==> src/sv/fisher2pl_pkg.sv <==
// ----------------------------------------------------------------------------
// fisher2pl_pkg
// Shared types, register indexes and the elaboration-time builder for the
// logistic variance table p(1-p).
// ----------------------------------------------------------------------------
package fisher2pl_pkg;

   localparam int CSR_INDEX_W = 2;
   localparam logic [CSR_INDEX_W-1:0] CSR_LOCATION = 2'd0;
   localparam logic [CSR_INDEX_W-1:0] CSR_SLOPE    = 2'd1;

   localparam int MUL_W   = 32;
   localparam int PROD_W  = 2 * MUL_W;
   localparam int Q_SHIFT = 24;       // Q.56 products down to Q.32
   localparam int ENT_W   = 16;       // table entry, Q0.16

   typedef enum logic [1:0] {
      ACC_AA,
      ACC_AB,
      ACC_BB
   } acc_sel_type;

   typedef struct packed {
      logic        add;
      acc_sel_type sel;
      logic        neg;
      logic        clear;
   } acc_ctrl_type;

   // restoring long division, used only while building the table
   function automatic logic [63:0] udiv64(input logic [63:0] num, input logic [63:0] den);
      logic [63:0] quo;
      logic [63:0] rem;
      quo = '0;
      rem = '0;
      for (int k = 63; k >= 0; k--) begin
         rem = {rem[62:0], num[k]};
         if (rem >= den) begin
            rem    = rem - den;
            quo[k] = 1'b1;
         end
      end
      return quo;
   endfunction

   // exp(-8u) in Q1.31 for u in Q0.31: Taylor series for exp(-u), then squared three times
   function automatic logic [63:0] exp_neg_q31(input logic [63:0] u);
      longint      acc;
      logic [63:0] term;
      logic [63:0] e;
      acc  = 64'sd2147483648;
      term = 64'd2147483648;
      for (int n = 1; n <= 16; n++) begin
         term = udiv64((term * u) >> 31, 64'(n));
         if (n % 2 == 1) begin
            acc = acc - longint'(term);
         end else begin
            acc = acc + longint'(term);
         end
      end
      if (acc < 0) begin
         acc = 0;
      end
      if (acc > 64'sd2147483648) begin
         acc = 64'sd2147483648;
      end
      e = 64'(acc);
      for (int k = 0; k < 3; k++) begin
         e = (e * e + 64'd1073741824) >> 31;
      end
      return e;
   endfunction

   // entry at the midpoint of cell i of a table of depth cells over z in [-8,8)
   function automatic logic [ENT_W-1:0] var_entry(input int i, input int depth);
      longint      off;
      logic [63:0] mag;
      logic [63:0] u;
      logic [63:0] e;
      logic [63:0] q;
      logic [63:0] r;
      off = 2 * longint'(i) + 1 - longint'(depth);
      mag = 64'((off < 0) ? -off : off);
      u   = udiv64(mag << 31, 64'(depth));
      e   = exp_neg_q31(u);
      q   = udiv64(e << 31, 64'd2147483648 + e);
      r   = udiv64(q << 31, 64'd2147483648 + e);
      return ENT_W'((r + 64'd16384) >> 15);
   endfunction

endpackage

==> src/sv/fisher2pl_var_rom.sv <==
// ----------------------------------------------------------------------------
// fisher2pl_var_rom
// Constant table of the logistic variance p(1-p) over z in [-8,8), registered
// read.
// ----------------------------------------------------------------------------
module fisher2pl_var_rom import fisher2pl_pkg::*; #(
   parameter int TABLE_DEPTH = 256
) (
   input  logic                           clock,
   input  logic [$clog2(TABLE_DEPTH)-1:0] idx,
   output logic [ENT_W-1:0]               data_ff
);

   logic [ENT_W-1:0] rom [TABLE_DEPTH];

   for (genvar g = 0; g < TABLE_DEPTH; g++) begin : g_entry
      localparam logic [ENT_W-1:0] Entry = var_entry(g, TABLE_DEPTH);
      assign rom[g] = Entry;
   end

   always_ff @(posedge clock) begin
      data_ff <= rom[idx];
   end

endmodule

==> src/sv/fisher2pl_mul.sv <==
// ----------------------------------------------------------------------------
// fisher2pl_mul
// Shared unsigned 32x32 multiplier with registered product.
// ----------------------------------------------------------------------------
module fisher2pl_mul import fisher2pl_pkg::*; (
   input  logic              clock,
   input  logic [MUL_W-1:0]  op_a,
   input  logic [MUL_W-1:0]  op_b,
   output logic [PROD_W-1:0] prod_ff
);

   logic [PROD_W-1:0] prod_in;

   assign prod_in = PROD_W'(op_a) * PROD_W'(op_b);

   always_ff @(posedge clock) begin
      prod_ff <= prod_in;
   end

endmodule

==> src/sv/fisher2pl_acc.sv <==
// ----------------------------------------------------------------------------
// fisher2pl_acc
// Three saturating accumulators behind one shared round-and-add unit.
// Products arrive as Q.56 magnitudes and are rounded half away from zero.
// ----------------------------------------------------------------------------
module fisher2pl_acc import fisher2pl_pkg::*; #(
   parameter int ACC_WIDTH = 48
) (
   input  logic                        clock,
   input  logic                        reset,
   input  acc_ctrl_type                ctrl,
   input  logic [PROD_W-1:0]           prod,
   output logic signed [ACC_WIDTH-1:0] sum_aa_ff,
   output logic signed [ACC_WIDTH-1:0] sum_ab_ff,
   output logic signed [ACC_WIDTH-1:0] sum_bb_ff
);

   localparam int SumW = ((ACC_WIDTH > 41) ? ACC_WIDTH : 41) + 1;
   localparam logic signed [SumW-1:0] AccMax =
      {{(SumW-ACC_WIDTH+1){1'b0}}, {(ACC_WIDTH-1){1'b1}}};
   localparam logic signed [SumW-1:0] AccMin = ~AccMax;

   logic [PROD_W-1:0]           rounded;
   logic signed [SumW-1:0]      term_mag;
   logic signed [SumW-1:0]      term;
   logic signed [SumW-1:0]      base;
   logic signed [SumW-1:0]      total;
   logic signed [ACC_WIDTH-1:0] sum_sel;
   logic signed [ACC_WIDTH-1:0] sat;
   logic signed [ACC_WIDTH-1:0] sum_aa_in;
   logic signed [ACC_WIDTH-1:0] sum_ab_in;
   logic signed [ACC_WIDTH-1:0] sum_bb_in;

   always_comb begin
      rounded  = (prod + (PROD_W'(1) << (Q_SHIFT - 1))) >> Q_SHIFT;
      term_mag = SumW'(rounded);
      term     = ctrl.neg ? -term_mag : term_mag;
      case (ctrl.sel)
         ACC_AA:  sum_sel = sum_aa_ff;
         ACC_AB:  sum_sel = sum_ab_ff;
         ACC_BB:  sum_sel = sum_bb_ff;
         default: sum_sel = sum_bb_ff;
      endcase
      base  = SumW'(sum_sel);
      total = base + term;
      if (total > AccMax) begin
         sat = ACC_WIDTH'(AccMax);
      end else if (total < AccMin) begin
         sat = ACC_WIDTH'(AccMin);
      end else begin
         sat = ACC_WIDTH'(total);
      end

      sum_aa_in = sum_aa_ff;
      sum_ab_in = sum_ab_ff;
      sum_bb_in = sum_bb_ff;
      if (ctrl.clear) begin
         sum_aa_in = '0;
         sum_ab_in = '0;
         sum_bb_in = '0;
      end else if (ctrl.add) begin
         case (ctrl.sel)
            ACC_AA:  sum_aa_in = sat;
            ACC_AB:  sum_ab_in = sat;
            ACC_BB:  sum_bb_in = sat;
            default: sum_bb_in = sum_bb_ff;
         endcase
      end
   end

   always_ff @(posedge clock) begin
      if (reset) begin
         sum_aa_ff <= '0;
         sum_ab_ff <= '0;
         sum_bb_ff <= '0;
      end else begin
         sum_aa_ff <= sum_aa_in;
         sum_ab_ff <= sum_ab_in;
         sum_bb_ff <= sum_bb_in;
      end
   end

endmodule

==> src/sv/fisher_info_logistic_2pl.sv <==
// ----------------------------------------------------------------------------
// fisher_info_logistic_2pl
// Accumulates the 2x2 Fisher information of the 2PL logistic model over a
// set of weighted design points.
// ----------------------------------------------------------------------------
// A design point keeps the block from accepting the next point until its
// work is done: one shared 32x32 multiplier forms |b*d|, d^2,
// b^2, weight*p(1-p) and the three weighted products in turn, one per cycle,
// and a single round-and-saturate adder folds them into the sums. req_stall is
// high for the whole of that sequence. On a point with last set the matrix
// moves to the output register and the sums clear; if the previous matrix has
// not been taken yet, the block waits for that before finishing. Config
// registers (0: location, 1: slope, both Q4.12) are always writable but should
// be changed only while the block is idle.
module fisher_info_logistic_2pl import fisher2pl_pkg::*; #(
   parameter int TABLE_DEPTH = 256,
   parameter int ACC_WIDTH   = 48
) (
   input  logic                   clock,
   input  logic                   reset,
   input  logic                   req_valid,
   output logic                   req_stall,
   input  logic signed [15:0]     req_x_point,
   input  logic [15:0]            req_weight,
   input  logic                   req_last,
   output logic                   rsp_valid,
   input  logic                   rsp_stall,
   output logic [46:0]            rsp_info_aa,
   output logic signed [47:0]     rsp_info_ab,
   output logic [46:0]            rsp_info_bb,
   input  logic                   csr_valid,
   output logic                   csr_ready,
   input  logic [CSR_INDEX_W-1:0] csr_index,
   input  logic [15:0]            csr_data
);

   localparam int IdxW = $clog2(TABLE_DEPTH);
   localparam int TdW  = $clog2(TABLE_DEPTH + 1);
   localparam int ZsW  = 28 + TdW;
   localparam int ExtW = (ACC_WIDTH > 48) ? ACC_WIDTH : 48;
   localparam logic [ZsW-1:0] DepthK = ZsW'(TABLE_DEPTH);
   localparam logic signed [ExtW-1:0] Max47 = {{(ExtW-47){1'b0}}, {47{1'b1}}};
   localparam logic signed [ExtW-1:0] Min48 = ~Max47;

   typedef enum logic [3:0] {
      S_IDLE,
      S_BD,
      S_DD,
      S_B2,
      S_V,
      S_AA,
      S_AB,
      S_BB,
      S_FIN,
      S_OUT
   } state_type;

   state_type state_ff, state_in;

   logic signed [15:0] loc_ff, loc_in;
   logic signed [15:0] slope_ff, slope_in;
   logic [15:0]        weight_ff, weight_in;
   logic               last_ff, last_in;
   logic [15:0]        dmag_ff, dmag_in;
   logic               dneg_ff, dneg_in;
   logic [30:0]        bdm_ff, bdm_in;
   logic [31:0]        dd_ff, dd_in;
   logic [30:0]        b2_ff, b2_in;
   logic [29:0]        v_ff, v_in;
   logic [IdxW-1:0]    idx_ff, idx_in;
   logic               rsp_valid_ff, rsp_valid_in;
   logic [46:0]        info_aa_ff, info_aa_in;
   logic signed [47:0] info_ab_ff, info_ab_in;
   logic [46:0]        info_bb_ff, info_bb_in;

   logic                        req_take;
   logic                        rsp_take;
   logic                        sneg;
   logic [15:0]                 smag;
   logic signed [16:0]          d_full;
   logic                        zneg;
   logic [27:0]                 zoff;
   logic [ZsW-1:0]              zscaled;
   logic [MUL_W-1:0]            mul_a;
   logic [MUL_W-1:0]            mul_b;
   logic [PROD_W-1:0]           prod;
   logic [ENT_W-1:0]            ent;
   acc_ctrl_type                acc_ctrl;
   logic signed [ACC_WIDTH-1:0] sum_aa;
   logic signed [ACC_WIDTH-1:0] sum_ab;
   logic signed [ACC_WIDTH-1:0] sum_bb;
   logic signed [ExtW-1:0]      ext_aa;
   logic signed [ExtW-1:0]      ext_ab;
   logic signed [ExtW-1:0]      ext_bb;

   assign req_stall   = (state_ff != S_IDLE);
   assign req_take    = req_valid && !req_stall;
   assign rsp_take    = rsp_valid_ff && !rsp_stall;
   assign csr_ready   = 1'b1;
   assign rsp_valid   = rsp_valid_ff;
   assign rsp_info_aa = info_aa_ff;
   assign rsp_info_ab = info_ab_ff;
   assign rsp_info_bb = info_bb_ff;

   assign sneg   = slope_ff[15];
   assign smag   = sneg ? 16'(-slope_ff) : 16'(slope_ff);
   assign d_full = 17'(req_x_point) - 17'(loc_ff);
   assign zneg   = sneg ^ dneg_ff;

   fisher2pl_mul u_mul (
      .clock   (clock),
      .op_a    (mul_a),
      .op_b    (mul_b),
      .prod_ff (prod)
   );

   fisher2pl_var_rom #(.TABLE_DEPTH(TABLE_DEPTH)) u_rom (
      .clock   (clock),
      .idx     (idx_ff),
      .data_ff (ent)
   );

   fisher2pl_acc #(.ACC_WIDTH(ACC_WIDTH)) u_acc (
      .clock     (clock),
      .reset     (reset),
      .ctrl      (acc_ctrl),
      .prod      (prod),
      .sum_aa_ff (sum_aa),
      .sum_ab_ff (sum_ab),
      .sum_bb_ff (sum_bb)
   );

   // multiplier operand select
   always_comb begin
      case (state_ff)
         S_BD: begin
            mul_a = MUL_W'(smag);
            mul_b = MUL_W'(dmag_ff);
         end
         S_DD: begin
            mul_a = MUL_W'(dmag_ff);
            mul_b = MUL_W'(dmag_ff);
         end
         S_B2: begin
            mul_a = MUL_W'(smag);
            mul_b = MUL_W'(smag);
         end
         S_V: begin
            mul_a = MUL_W'(weight_ff);
            mul_b = MUL_W'(ent);
         end
         S_AA: begin
            mul_a = MUL_W'(b2_ff);
            mul_b = MUL_W'(prod[29:0]);
         end
         S_AB: begin
            mul_a = MUL_W'(bdm_ff);
            mul_b = MUL_W'(v_ff);
         end
         S_BB: begin
            mul_a = MUL_W'(dd_ff);
            mul_b = MUL_W'(v_ff);
         end
         default: begin
            mul_a = '0;
            mul_b = '0;
         end
      endcase
   end

   // clamp z = b*d to [-8,8) and map to a table cell
   always_comb begin
      if (prod[30:0] >= 31'h0800_0000) begin
         zoff = zneg ? 28'd0 : 28'hFFF_FFFF;
      end else if (zneg) begin
         zoff = 28'h800_0000 - prod[27:0];
      end else begin
         zoff = 28'h800_0000 + prod[27:0];
      end
      zscaled = ZsW'(zoff) * DepthK;
   end

   assign ext_aa = ExtW'(sum_aa);
   assign ext_ab = ExtW'(sum_ab);
   assign ext_bb = ExtW'(sum_bb);

   always_comb begin
      state_in     = state_ff;
      loc_in       = loc_ff;
      slope_in     = slope_ff;
      weight_in    = weight_ff;
      last_in      = last_ff;
      dmag_in      = dmag_ff;
      dneg_in      = dneg_ff;
      bdm_in       = bdm_ff;
      dd_in        = dd_ff;
      b2_in        = b2_ff;
      v_in         = v_ff;
      idx_in       = idx_ff;
      rsp_valid_in = rsp_take ? 1'b0 : rsp_valid_ff;
      info_aa_in   = info_aa_ff;
      info_ab_in   = info_ab_ff;
      info_bb_in   = info_bb_ff;
      acc_ctrl     = '{add: 1'b0, sel: ACC_AA, neg: 1'b0, clear: 1'b0};

      if (csr_valid) begin
         case (csr_index)
            CSR_LOCATION: loc_in   = csr_data;
            CSR_SLOPE:    slope_in = csr_data;
            default:      loc_in   = loc_ff;
         endcase
      end

      case (state_ff)
         S_IDLE: begin
            if (req_take) begin
               weight_in = req_weight;
               last_in   = req_last;
               dneg_in   = d_full[16];
               dmag_in   = 16'(d_full[16] ? -d_full : d_full);
               state_in  = S_BD;
            end
         end
         S_BD: state_in = S_DD;
         S_DD: begin
            bdm_in   = prod[30:0];
            idx_in   = IdxW'(zscaled >> 28);
            state_in = S_B2;
         end
         S_B2: begin
            dd_in    = prod[31:0];
            state_in = S_V;
         end
         S_V: begin
            b2_in    = prod[30:0];
            state_in = S_AA;
         end
         S_AA: begin
            v_in     = prod[29:0];
            state_in = S_AB;
         end
         S_AB: begin
            acc_ctrl = '{add: 1'b1, sel: ACC_AA, neg: 1'b0, clear: 1'b0};
            state_in = S_BB;
         end
         S_BB: begin
            // off-diagonal term is -b*d*v: negative when b*d is positive
            acc_ctrl = '{add: 1'b1, sel: ACC_AB, neg: !zneg, clear: 1'b0};
            state_in = S_FIN;
         end
         S_FIN: begin
            acc_ctrl = '{add: 1'b1, sel: ACC_BB, neg: 1'b0, clear: 1'b0};
            state_in = S_OUT;
         end
         S_OUT: begin
            if (!last_ff) begin
               state_in = S_IDLE;
            end else if (!rsp_valid_ff || !rsp_stall) begin
               rsp_valid_in = 1'b1;
               if (ext_aa < 0) begin
                  info_aa_in = '0;
               end else if (ext_aa > Max47) begin
                  info_aa_in = 47'(Max47);
               end else begin
                  info_aa_in = 47'(ext_aa);
               end
               if (ext_ab < Min48) begin
                  info_ab_in = 48'(Min48);
               end else if (ext_ab > Max47) begin
                  info_ab_in = 48'(Max47);
               end else begin
                  info_ab_in = 48'(ext_ab);
               end
               if (ext_bb < 0) begin
                  info_bb_in = '0;
               end else if (ext_bb > Max47) begin
                  info_bb_in = 47'(Max47);
               end else begin
                  info_bb_in = 47'(ext_bb);
               end
               acc_ctrl = '{add: 1'b0, sel: ACC_AA, neg: 1'b0, clear: 1'b1};
               state_in = S_IDLE;
            end
         end
         default: state_in = S_IDLE;
      endcase
   end

   always_ff @(posedge clock) begin
      if (reset) begin
         state_ff     <= S_IDLE;
         loc_ff       <= 16'sd0;
         slope_ff     <= 16'sd4096;
         rsp_valid_ff <= 1'b0;
      end else begin
         state_ff     <= state_in;
         loc_ff       <= loc_in;
         slope_ff     <= slope_in;
         rsp_valid_ff <= rsp_valid_in;
      end
      weight_ff  <= weight_in;
      last_ff    <= last_in;
      dmag_ff    <= dmag_in;
      dneg_ff    <= dneg_in;
      bdm_ff     <= bdm_in;
      dd_ff      <= dd_in;
      b2_ff      <= b2_in;
      v_ff       <= v_in;
      idx_ff     <= idx_in;
      info_aa_ff <= info_aa_in;
      info_ab_ff <= info_ab_in;
      info_bb_ff <= info_bb_in;
   end

endmodule

==> config.mk <==
export PLATFORM = sky130hd
export DESIGN_NAME = fisher_info_logistic_2pl
export DESIGN_NICKNAME = d
export VERILOG_FILES = /design/src/sv/fisher2pl_pkg.sv /design/src/sv/fisher2pl_var_rom.sv /design/src/sv/fisher2pl_mul.sv /design/src/sv/fisher2pl_acc.sv /design/src/sv/fisher_info_logistic_2pl.sv
export SDC_FILE = /design/constraint.sdc
export NUM_CORES = 2
export LEC_CHECK = 0
export BUFFER_PORTS_ARGS = -buffer_cell sky130_fd_sc_hd__buf_2
export CAP_MARGIN = 0
export CORE_MARGIN = 5
export CORE_UTILIZATION = 30
export CTS_BUF_LIST = sky130_fd_sc_hd__clkbuf_2 sky130_fd_sc_hd__clkbuf_4 sky130_fd_sc_hd__clkbuf_8
export CTS_CLUSTER_SIZE = 10
export DETAILED_ROUTE_END_ITERATION = 10
export PLACE_DENSITY = 0.57
export SLEW_MARGIN = 25
export SYNTH_ARGS = -nofsm -noshare
export SYNTH_HDL_FRONTEND = slang
export SYNTH_SLANG_ARGS = --single-unit
==> constraint.sdc <==
create_clock -name clock -period 10.7 [get_ports clock]
set_input_delay 1.07 -clock clock [delete_from_list [all_inputs] [get_ports clock]]
set_output_delay 1.07 -clock clock [all_outputs]
set_load 0.02 [all_outputs]
Yosys cells after proc, flatten, opt, wreduce, memory -nomap -nowiden:

Memories as Yosys holds them, arrays and structs flattened. A register that Yosys moved wholly into a read port is not among the register bits.
Cells that the tools add are included.

* flip-flop bits (word level): 553
* bits in read-only memories: 4096
* input port bits: 56
* output and inout port bits: 145
* logic and storage cells: 103
* memories: 1

Memory list
* (name not given): depth 256, width 16, rd ports 1, clocked after Yosys merged registers in 1, wr ports 0, RTL line fisher2pl_var_rom.sv:22 `data_ff <= rom[idx];`

* add/subtract/negate cells: 8
* multiply operators: 1
* magnitude comparators: 9
* equality and inequality tests: 14
* muxes and demuxes: 25
* bitwise gates (word level): 2
* reduce and logical (&&, ||, !) cells: 23

Operator list (number)
* $pmux W32 S6: 1
* $pmux W30 S5: 1
* $gt A48 B48 Y1 const B: 3
* $mux W48: 3
* $lt A48 B1 Y1 const B: 2
* $pmux W48 S2: 1
* $mux W47: 2
* $mux W28: 3
* $add A64 B24 Y64 const B: 1
* $mul A32 B30 Y62: 1
* $add A48 B49 Y49: 1
* $gt A49 B48 Y1 const B: 1
* $lt A49 B48 Y1 const B: 1
* $mux W49: 1
* $neg A40 Y49: 1
* $lt A48 B48 Y1 const B: 1
* $pmux W4 S10: 1
* $mux W16: 2
* $neg A16 Y16: 2
* $ge A31 B28 Y1 const B: 1
* $add A28 B28 Y28 const A: 1
* $sub A28 B28 Y28 const A: 1
* $pmux W5 S4: 1
* $sub A16 B16 Y17: 1
* other kinds (21): 48

Longest topological paths before layout:

* word-level depth: 11
* depth in mapped cells: 40
* gate-level depth less buffers: 38

Hierarchy:

A second synthesis with hierarchy kept.

* cell total of the unflattened synthesis: 7135
* area total of the unflattened synthesis: 65078.7 um2

Modules (own cells, without submodules)
* fisher2pl_mul: times used 1, cells an instance 3835, area an instance 34917.2 um2, seq. area each 1281.2 um2
* fisher_info_logistic_2pl: times used 1, cells an instance 1199, area an instance 15088.2 um2, seq. area each 9989.6 um2
* fisher2pl_acc: times used 1, cells an instance 1470, area an instance 10905.5 um2, seq. area each 2882.8 um2
* fisher2pl_var_rom: times used 1, cells an instance 631, area an instance 4167.7 um2, seq. area each 280.3 um2

Least setup slack after synthesis:

Ideal clock, no wire load.

* kind: reg2reg
* from: register state_ff[1]
* to: register u_mul.prod_ff[60]
* setup time: 0.072 ns
* data arrival time: 10.403 ns
* required time: 10.628 ns
* path slack: 0.225 ns
* cell stages (with the launch flop): 38
* buffers on the path: 6
* clock period less this slack: 10.475 ns
* path through: dfxtp_1 > clkbuf_1 > nor2b_1 > clkbuf_1 > and2_1 > clkbuf_1 > clkbuf_1 > a22oi_1 > nand2_1 > a211o_1 > clkbuf_1 > nand2_1 > fa_1 > inv_1 > fa_1 > inv_1 > fa_1 > fa_1 > (+2 left out) > fa_1 > fa_1 > inv_1 > fa_1 > inv_1 > ha_1 > clkbuf_1 > a21o_1 > a21o_1 > a21oi_1 > nand3_1 > a21bo_2 > or4_1 > o21a_1 > o21ai_0 > a221oi_1 > o31ai_1 > xor2_1

* cells in the longest elaborated chain, start to end: 4
* elaborated cells on any way between the ends: 13
* classes of those cells: mul: 1; eq/ne: 7; mux: 2; reduce/logical: 3

Ends and longest elaborated chain
* start: declaration: RTL line fisher_info_logistic_2pl.sv:58 `state_type state_ff, state_in;`
* start signal: assignment: RTL line fisher_info_logistic_2pl.sv:296 `state_ff <= state_in;`
* $eq A4 B2 Y1 (tied with other cells): RTL line fisher_info_logistic_2pl.sv:135 `case (state_ff)`
* $reduce_or A2 Y1 (no source line)
* $pmux W32 S6 / $pmux W30 S5 (equally long branches): RTL line fisher_info_logistic_2pl.sv:135
* $mul A32 B30 Y62 *: RTL line fisher2pl_mul.sv:14 `assign prod_in = PROD_W'(op_a) * PROD_W'(op_b);`
* via u_mul.prod_in[60]: RTL line fisher2pl_mul.sv:12 `logic [PROD_W-1:0] prod_in;`
* end signal: assignment: RTL line fisher2pl_mul.sv:17 `prod_ff <= prod_in;`
* end: declaration: RTL line fisher2pl_mul.sv:9 `output logic [PROD_W-1:0] prod_ff`

The timed path passes the listed nets; every way through them passes the cells marked *.
A chain may end at the register's enable or synchronous reset.

Worst setup path after layout:

* from: register slope_ff[5]
* to: register u_mul.prod_ff[60]

* cells in the longest elaborated chain, start to end: 4
* elaborated cells on any way between the ends: 5
* classes of those cells: add/sub: 1; mul: 1; mux: 3

Ends and longest elaborated chain
* start: declaration: RTL line fisher_info_logistic_2pl.sv:61 `logic signed [15:0] slope_ff, slope_in;`
* start signal: assignment: RTL line fisher_info_logistic_2pl.sv:298 `slope_ff <= slope_in;`
* $neg A16 Y16: RTL line fisher_info_logistic_2pl.sv:106 `assign smag = sneg ? 16'(-slope_ff) : 16'(slope_ff);`
* $mux W16 *: RTL line fisher_info_logistic_2pl.sv:106
* $pmux W32 S6 / $pmux W30 S5 (equally long branches): RTL line fisher_info_logistic_2pl.sv:135
* $mul A32 B30 Y62 *: RTL line fisher2pl_mul.sv:14
* via u_mul.prod_in[60]: RTL line fisher2pl_mul.sv:12

Marks and branches as above.

==> impl_metrics.yaml <==
layout:
  postLayoutCellArea_mm2: 0.0676
  nFillCells: 20998
  final_net_count: 8319
  final_cell_count_no_fill: 9841
  drive_above_1_share_pct: 9.26
  area_growth_syn_to_layout_pct: 10.6
synthesis:
  synth_seq_area_share_pct: 23.5
  syn-cell-area_mm2: 0.0612
  synth_top_flop_cell: "edfxtp_1"
  syn_nets: 8283
  ys_seq_elements: 565
  yosys-top-cells-count: "1079 x nand2_1, 1016 x inv_1, 838 x fa_1"
  netlist.top_cell.by_area: "fa_1"
  async_flop_share_pct: 0
  number_of_enable_flip_flop_cells_after_synthesis: 308
  yosysWarnings: 0
  syn_avg_cell_area_um2: 8.68
  synth.top_cell.area_share_pct: 27.4
  yosysMostFrequentCell: "nand2_1"
  synth_cell_type_count: 92
  synthCells: 7046
  ys_top_cells_by_area: "fa_1 27%, edfxtp_1 15%, dfxtp_1 8.4%"
floorplan:
  area_of_the_die_mm2: 0.213
  die_h_um: 462
  initial_utilization_pct: 30.2
  design.portCount: 201
  fp.dieW_um: 462
  row_count: 165
  core_area_mm2: 0.203
sta:
  final-max-slew-violation-count: 0
  worst_slew_pin_slew_ps: 1130
  post-route-worst-setup-slack_ps: 480
  finalHoldViolCount: 0
  max_slew_margin_pct: 24.8
  post-route-min-period_ps: 10220
  fin_worst_skew_ps: 83.7
  timing.final.crit_share_pct: 95.5
  finalSetupViolations: 0
  rsz0062_at_grt: "false"
  max_clock_freq_mhz: 97.9
  fin_tns_setup_ps: 0
setup_path:
  cp_data_required_time_ps: 11380
  worst_path_arrival_time_ps: 10900
  critPathKind: "flop to flop"
  critical_path.max_stage_delay_ps: 760
  cp_capture_type: "flop"
  critPathLaunchType: "flop"
  timing.critical_path.slowest_stage_cell: "a221o_1"
  critical_path.max_fanout: 8
placed_design:
  placement.cell_area_mm2: 0.0655
  dp_slack_ps: 338
  dp_hpwl_mm: 172
  placed_cells_incl_taps: 9661
  gpl.final_weighted_congestion: 0.947
  port_buf_inserts: 199
cts:
  worstSkewPairLatency_ps: 790
  cts_repair_resize_count: 0
  post_cts_hold_buffer_count: 0
  post-cts-setup-buffer-count: 0
  numClockSinks: 565
  tritoncts: "done"
  root_buffer: "clkbuf_8"
  cts.clk_slew.worst_paths_ps: 70
  cts_made_buffers: 91
  clk_path_buf_depth: 3
  cts-htree-levels: 3
min_path:
  worstHoldPathType: "flop to flop"
route:
  vias: 51130
  firstDrtPassIters: 8
  routedWlPerCell_um: 22.1
  postRouteWirelength_mm: 218
  vias_per_std_cell: 5.20
  drc_errors: 0
  drt_iter0_drc: 4820
  final_antenna_net_count: 0
status:
  run_status: "complete, no violations"
grt:
  first_global_vias: 52574
  grt_pass1_wl_mm: 330
  maximum_number_of_pins_on_one_net_before_global_route_repair: 120
  global_route.overflow_total: 0
  antenna_found_initial: 8
  track_usage_pct: 20.1
power:
  leakage_nw: 30.5
  vdd_ir_drop_max_uv: 90.1
  ratio_of_total_power_to_cell_area_mw_per_mm2: 110
  fin_total_pwr_mw: 7.42
job:
  max_cap_violation_count: 0
-- through the flow --
stage          utilization, %  hold slack [ps]
4_1_cts                  33.4              406
3_5_place_dp             32.3              441
5_1_grt                  33.4              414
2_1_floorplan               -              403
6_report                 33.4              439
3_3_place_gp             32.3              440
-- layout by cell type, fill, tap and decap left out, types with 20 or more instances in the layout --
cell         n
a211oi_1    38
a21o_1      66
a21oi_1    394
a22o_1      22
a22oi_1     46
a31oi_1     90
and2_1      33
and3_1      42
buf_2      199
buf_4      194
clkbuf_4    29
clkbuf_8   103
dfxtp_1    253
edfxtp_1   308
fa_1       838
ha_1       343
inv_1     1016
mux2_2      20
mux2i_1     21
nand2_1   1077
nand2b_1    30
nand3_1     67
nand4_1     47
nor2_1     721
nor2b_1    129
nor3_1      64
o211ai_1    26
o21a_1      21
o21ai_0    272
o21ai_1     27
o21bai_1    24
o311ai_0    20
o31ai_1     23
or3_1       22
xnor2_1    136
xor2_1      81
-- area by class of cell --
class	count	area (um^2)	share of cell area, %
Clock inverter	39	468	0.692
Multi-Input combinational cell	5007	41400	61.2
Tap cell	2672	3340	4.94
Clock buffer	132	1640	2.42
Timing Repair Buffer	399	2570	3.80
Sequential cell	565	14400	21.3
Antenna cell	9	22.5	0.0333
Inverter	1018	3820	5.65
-- state kept, by name, indices dropped and copies added (netlist names) --
register / flops
b2_ff: 31
rsp_info_bb: 47
dmag_ff: 16
u_mul.prod_ff: 62
state_ff: 4
rsp_info_ab: 48
loc_ff: 16
rsp_info_aa: 47
dd_ff: 32
u_rom.data_ff: 14
last_ff: 1
weight_ff: 16
u_acc.sum_bb_ff: 48
idx_ff: 8
u_acc.sum_ab_ff: 48
bdm_ff: 31
slope_ff: 16
rsp_valid: 1
u_acc.sum_aa_ff: 48
v_ff: 30
dneg_ff: 1
-- layer usage --
layer  GRT usage, %  routed length, um  share of wire [%]  vias to the layer above
met4           7.24               8520                3.9                        0
met3           4.67              19800                9.1                      413
li1               -                  -                  -                    22830
met1           27.2              92600                 42                    25502
met5         0.0226                  0                  0                        -
met2           31.6              97000                 44                     2385
-- report_power, final --
group / internal (mW) / total [mW] / switching [mW]
sequential: 2.48 / 2.63 / 0.153
clock: 1.22 / 2.18 / 0.959
combinational: 0.763 / 2.61 / 1.85
total: 4.46 / 7.42 / 2.96
-- worst paths after layout --
| path | startpoint | end | slack [ps] | cells past startpoint |
|---|---|---|---|---|
| worst max-delay path | slope_ff[5] | u_mul.prod_ff[60] | 480 | 33 |
| worst min-delay path | u_acc.sum_ab_ff[46] | rsp_info_ab[46] | 440 | 0 |
| worst max register to register | slope_ff[5] | u_mul.prod_ff[60] | 480 | 33 |
| worst min register to register | u_acc.sum_ab_ff[46] | rsp_info_ab[46] | 440 | 0 |
-- kinds of logic after synthesis --
logic type	Yosys count	synth area share, %
AO/OA/AOI/OAI	1234	12.5
XOR/XNOR	217	3.11
buffers and inverters	1474	9.13
other	1	0.00613
flip-flops	565	23.5
AND/OR/NAND/NOR	2330	16.4
multiplexers	44	0.822
adder cells (fa/ha/maj)	1181	34.4
-- critical path, delay by kind of cell (launching register included) --
| family | cells | cell delay, ps |
|---|---|---|
| fa+ha+maj | 9 | 4030 |
| simple gates | 10 | 3290 |
| compound gates | 5 | 1650 |
| buf+inv | 7 | 540 |
| flops | 1 | 380 |
| xor+xnor | 2 | 230 |
No activity file was read; power rests on OpenSTA's default activity.
